### src/design/pac_pkg.sv
// Package for the periodic autocorrelation checker.
// Holds the sequence geometry, field widths, register map and shared types.
// No dependencies; every other design file imports it.
`default_nettype none

package pac_pkg;

	// Sequence geometry
	localparam int SEQ_LEN    = 34;
	localparam int SIGN_BITS  = 32;
	localparam int NUM_SHIFTS = SEQ_LEN - 1;
	// Entry 0 is zero, so every nonzero shift keeps this many +-1 products
	localparam int PAIRS      = SEQ_LEN - 2;

	// Popcount chunking of the per-shift mismatch vectors
	localparam int CHUNK       = 8;
	localparam int NCHUNK      = (SEQ_LEN + CHUNK - 1) / CHUNK;
	localparam int CHUNK_CNT_W = $clog2(CHUNK + 1);
	localparam int MISMATCH_W  = $clog2(PAIRS + 1);

	// Field widths
	localparam int BOUND_W     = 6;
	localparam int SHIFT_W     = 6;
	localparam int VALUE_W     = 7;
	localparam int OUT_FIELD_W = 1 + SHIFT_W + VALUE_W;
	localparam int OUT_TDATA_W = ((OUT_FIELD_W + 7) / 8) * 8;

	// Register map
	localparam int ADDR_W    = 3;
	localparam int APB_DATA_W = 32;
	localparam logic REG_CORR_BOUND = 1'b0;
	localparam logic [BOUND_W-1:0] CORR_BOUND_RESET = BOUND_W'(2);

	typedef logic [CHUNK_CNT_W-1:0] chunk_cnt_t;
	typedef chunk_cnt_t [NCHUNK-1:0] shift_cnt_t;
	typedef shift_cnt_t [NUM_SHIFTS-1:0] cnt_bank_t;
	typedef logic [VALUE_W-1:0] corr_t;
	typedef corr_t [NUM_SHIFTS-1:0] corr_bank_t;

	// Count set bits of one chunk
	function automatic chunk_cnt_t popcount_chunk(input logic [CHUNK-1:0] v);
		chunk_cnt_t c;
		c = '0;
		for (int i = 0; i < CHUNK; i++) begin
			c = c + chunk_cnt_t'(v[i]);
		end
		return c;
	endfunction

endpackage

`default_nettype wire

### src/design/pac_xor_count.sv
// Stage 2: per-shift sign mismatch vectors and chunked popcounts.
// Depends on pac_pkg.
`default_nettype none

module pac_xor_count
	import pac_pkg::*;
(
	input  wire logic                 clk,
	input  wire logic                 en,
	input  wire logic [SIGN_BITS-1:0] signs_s1,
	output cnt_bank_t                 cnt_s2
);

	logic [SEQ_LEN-1:0] neg;
	logic [NCHUNK*CHUNK-1:0] mism [NUM_SHIFTS];
	cnt_bank_t cnt_d;

	// Expand sign bits: entries 0 and 1 and entries past the input are not negative
	always_comb begin
		neg = '0;
		for (int k = 2; k < SEQ_LEN; k++) begin
			if (k - 2 < SIGN_BITS) begin
				neg[k] = signs_s1[k-2];
			end
		end
	end

	// Mark disagreeing pairs; pairs that touch entry 0 contribute nothing
	always_comb begin
		int k;
		for (int s = 1; s <= NUM_SHIFTS; s++) begin
			mism[s-1] = '0;
			for (int j = 0; j < SEQ_LEN; j++) begin
				k = j + s;
				if (k >= SEQ_LEN) begin
					k = k - SEQ_LEN;
				end
				if (j != 0 && k != 0) begin
					mism[s-1][j] = neg[j] ^ neg[k];
				end
			end
		end
	end

	// Count mismatches per chunk
	always_comb begin
		for (int s = 0; s < NUM_SHIFTS; s++) begin
			for (int c = 0; c < NCHUNK; c++) begin
				cnt_d[s][c] = popcount_chunk(mism[s][c*CHUNK +: CHUNK]);
			end
		end
	end

	always_ff @(posedge clk) begin
		if (en) begin
			cnt_s2 <= cnt_d;
		end
	end

endmodule

`default_nettype wire

### config.mk
export PLATFORM = sky130hd
export DESIGN_NAME = pac_xor_count
export DESIGN_NICKNAME = d
export VERILOG_FILES = /design/src/design/pac_pkg.sv /design/src/design/pac_xor_count.sv
export SDC_FILE = /design/constraint.sdc
export NUM_CORES = 2
export LEC_CHECK = 0
export ABC_AREA = 1
export BUFFER_PORTS_ARGS = -buffer_cell sky130_fd_sc_hd__buf_2
export CAP_MARGIN = 5
export CORE_AREA = 2 2 274 276
export DETAILED_ROUTE_END_ITERATION = 8
export DIE_AREA = 0 0 276 278
export GPL_TIMING_DRIVEN = 0
export PLACE_DENSITY_LB_ADDON = 0.2
export SYNTH_ARGS = -nofsm -noshare
export SYNTH_HDL_FRONTEND = slang
export SYNTH_SLANG_ARGS = --single-unit
export TNS_END_PERCENT = 1
### constraint.sdc
create_clock -name clk -period 10.2 [get_ports clk]
set_input_delay 2.55 -clock clk [delete_from_list [all_inputs] [get_ports clk]]
set_output_delay 2.55 -clock clk [all_outputs]
set_load 0.05 [all_outputs]
* Word level (Yosys, flattened, before mapping) *
Index checks and enable logic that the tools add are counted.
W data, S select, Z words.

storage, ports and cells
  input bits = 34
  output and inout bits = 660
  logic and storage cells = 1480
  register bits after elaboration = 630

operators by class
  bitwise logic cells = 496
  add/sub/neg operators = 825

operator list
  operator       count
  $add A4 B1 Y4  597
  $xor A1 B1 Y1  496
  $add A1 B1 Y2  149
  $add A3 B1 Y4  38
  $add A2 B1 Y3  41

* Longest topological paths before layout *
  depth after elaboration = 8
  mapped depth = 15
  depth with buffers taken out = 13

* Worst setup path before layout *
Ideal clock, no wire load.

  path type = input -> register
  start = input signs_s1[6]
  end = register cnt_s2[246] (netlist name) (data pin)
  setup time = 0.260 ns
  arrival time = 5.546 ns
  stages on the path = 12
  buffers on the path = 2
  setup slack = 4.394 ns
  data required time = 9.940 ns
  cell sequence = buf_4 > buf_6 > xnor2_1 > inv_1 > fa_1 > inv_1 > fa_1 > fa_1 > inv_1 > ha_1 > fa_1 > xor2_1

RTL lines
  item                    line                 text
  start: declaration      pac_xor_count.sv:10  input wire logic [SIGN_BITS-1:0] signs_s1,
  end signal: assignment  pac_xor_count.sv:56  cnt_s2 <= cnt_d;
  end: declaration        pac_xor_count.sv:11  output cnt_bank_t cnt_s2

==> results.ini <==
[setup_path]
start_kind = input pin
cp_common_cell = fa_1
crit_path_max_fanout = 10
cp_cell_sequence = buf_2 -> buf_4 -> buf_4 -> xor2_1 -> fa_1 -> fa_1 -> fa_1 -> ha_1 -> inv_1 -> fa_1 -> inv_1
slowest_stage = xor2_1
required_ps = 10600
arrival_ps = 6360
crit_path_end_kind = register
cpPeakStageDelay_ps = 780
path_class = input pin to register

[floorplan]
initial_core_util_pct = 55.98
die_w_um = 276
die_h_um = 278
row_count = 100
pin_count = 694
coreArea_mm2 = 0.07382
die_area_mm2 = 0.07673

[synth]
yosysTopAreaCellShare_pct = 39.31
ys_seq_area_share_pct = 39.31
netlist_area_mm2 = 0.04132
synth_seq_cells = 541
synthTopCellsByArea = edfxtp_1 (39%), fa_1 (21%), ha_1 (11%)
synth_cell_types = 23
yosys.area.top_type = edfxtp_1
syn_area_per_cell_um2 = 12.44
postSynthCellCount = 3323
ys_warn_count = 0

[clock_tree]
cts_num_sinks = 541
cts_root_buf = clkbuf_16
clockBufferDepth = 3
cts_resized = 0
cts_setup_buffers = 0
cts_buffers = 60
cts_tree = built
hold_buffers = 0
clk_pin_slew_worst_paths_ps = 60
h-tree-depth = 2

[global_routing]
antenna_found_initial = 9
grt_max_degree = 128
grt_pass1_wl_um = 183500
grt_pass1_vias = 27180
grtUsageTotal_pct = 33.96
grt.overflow.total = 0

[place]
placed_cells = 4985
io_buffers = 595
dpl_cell_area_mm2 = 0.04599
dp_hpwl_um = 97680
gp_congestion = 0.9192

[sta]
fin_crit_ps = 5964
tightest_slew_ps = 940.2
setup-tns-final_ps = 0
period_share_pct = 58.48
drv_slew = 0
setup_violations = 0
fmax_ghz = 0.1677
maxSlewHeadroom_pct = 37.10
rsz0062_at_grt = no
hold_viol = 0

[pwr]
ir_drop_v = 0.0002119
finalPower_w = 0.01330
p_per_area_mw_per_mm2 = 277.3
leakagePower_nw = 23.13

[layout]
fillers = 5849
top_regs = cnt_s2: 541 flops
final_util_pct = 64.97
drive_gt1_share_pct = 22.91
fin_area_mm2 = 0.04796
stdcell_count = 5099
fin_nets = 4907
largest_reg_flops = 541
largest-register = cnt_s2
area_delta_synth_final_pct = 16.05

[drt]
wl_per_cell_um = 25.35
drc = 70
drtAntennaViolNets = 0
routed_wl_um = 129200
drtIter0Drc = 2409
firstDrtPassIters = 7
vias = 26420
viasPerCell = 5.182

[min_path]
hold_path.class = input pin to register

[flow_run]
maxCapViolCount = 0

[status]
status = finished, violations left
failed_checks = design-rule violations

path summary, 6_finish.rpt:
path	slack, ps	end	cells after the start	start
setup / recovery	4240	cnt_s2[285]	11	signs_s1[21]
hold / removal	2240	cnt_s2[36]	1	signs_s1[31]
cell usage in the layout, fill, tap and decap left out:
cell type,count
buf_2,604
clkinv_2,9
o21ai_0,19
buf_12,4
clkbuf_1,13
or2_1,1
clkinv_1,10
edfxtp_1,541
xnor2_1,335
nand3b_1,1
nor2_1,7
clkinv_4,1
nand2_1,232
buf_8,6
ha_1,353
nand3_1,80
diode_2,6
fa_1,442
conb_1,95
or2_2,1
a21oi_2,1
buf_6,54
xor2_2,11
buf_16,4
clkinv_8,1
clkinvlp_4,5
clkbuf_16,62
inv_1,809
bufinv_16,7
xor2_1,239
a21oi_1,2
xnor2_2,1
buf_4,174
Yosys cell counts, drive strengths merged:
cell	count
a21oi	3
buf	247
conb	1
edfxtp	541
fa	442
ha	353
inv	809
nand2	232
nand3	80
nand3b	1
nor2	7
o21ai	19
or2	2
xnor2	336
xor2	250
layout make-up:
| type | instances | area (um2) | area share [%] |
|---|---|---|---|
| clock buffer | 75 | 1600 | 3.337 |
| sequential | 541 | 16250 | 33.87 |
| buffer | 247 | 2120 | 4.420 |
| multi-input combinational | 1820 | 20280 | 42.28 |
| tap | 969 | 1212 | 2.528 |
| inverter | 809 | 3037 | 6.332 |
| antenna | 6 | 15.01 | 0.03131 |
| clock inverter | 33 | 355.3 | 0.7409 |
| timing repair buffer | 599 | 3098 | 6.460 |
power by group:
group	internal (W)	leakage, nW	switching, W	total (W)
logic	0.00200	16.9	0.00518	0.00719
clock network	0.00128	0.941	0.000930	0.00221
registers	0.00356	5.26	0.000343	0.00390
total	0.00684	23.1	0.00646	0.0133
metal layers:
metal / track usage (%) / up-vias / wire, um
met2: 55.13 / 1319 / 61230
met1: 43.60 / 13370 / 48570
met3: 8.336 / 294 / 12800
met4: 14.95 / 8 / 6603
li1: - / 11430 / -
met5: 0 / - / 41
kinds of logic (layout without fill, tap and decap cells):
family | after synthesis | after routing | share of synthesized area (%)
AOI/OAI and AO/OA | 22 | 22 | 0.2755
buffers and inverters | 1056 | 1763 | 12.48
adders and majority gates | 795 | 795 | 32.10
other | 1 | 101 | 0.009074
and+or+nand+nor | 322 | 322 | 3.188
DFF | 541 | 541 | 39.31
xor gates and xnor gates | 586 | 586 | 12.64
worst max-delay path, delay by kind of cell:
family	cells	cell delay, ps
XOR/XNOR	1	780
adder cells (fa/ha/maj)	5	2200
buffers and inverters	5	810
metrics by stage:
stage / hold slack (ps) / setup WS, ps
3_5_place_dp: 2852 / 3651
5_1_grt: 2194 / 4191
2_1_floorplan: 2649 / 4394
6_report: 2240 / 4236
4_1_cts: 2178 / 4310
3_3_place_gp: 2858 / -1951
Power figures use the tool's default switching activity.
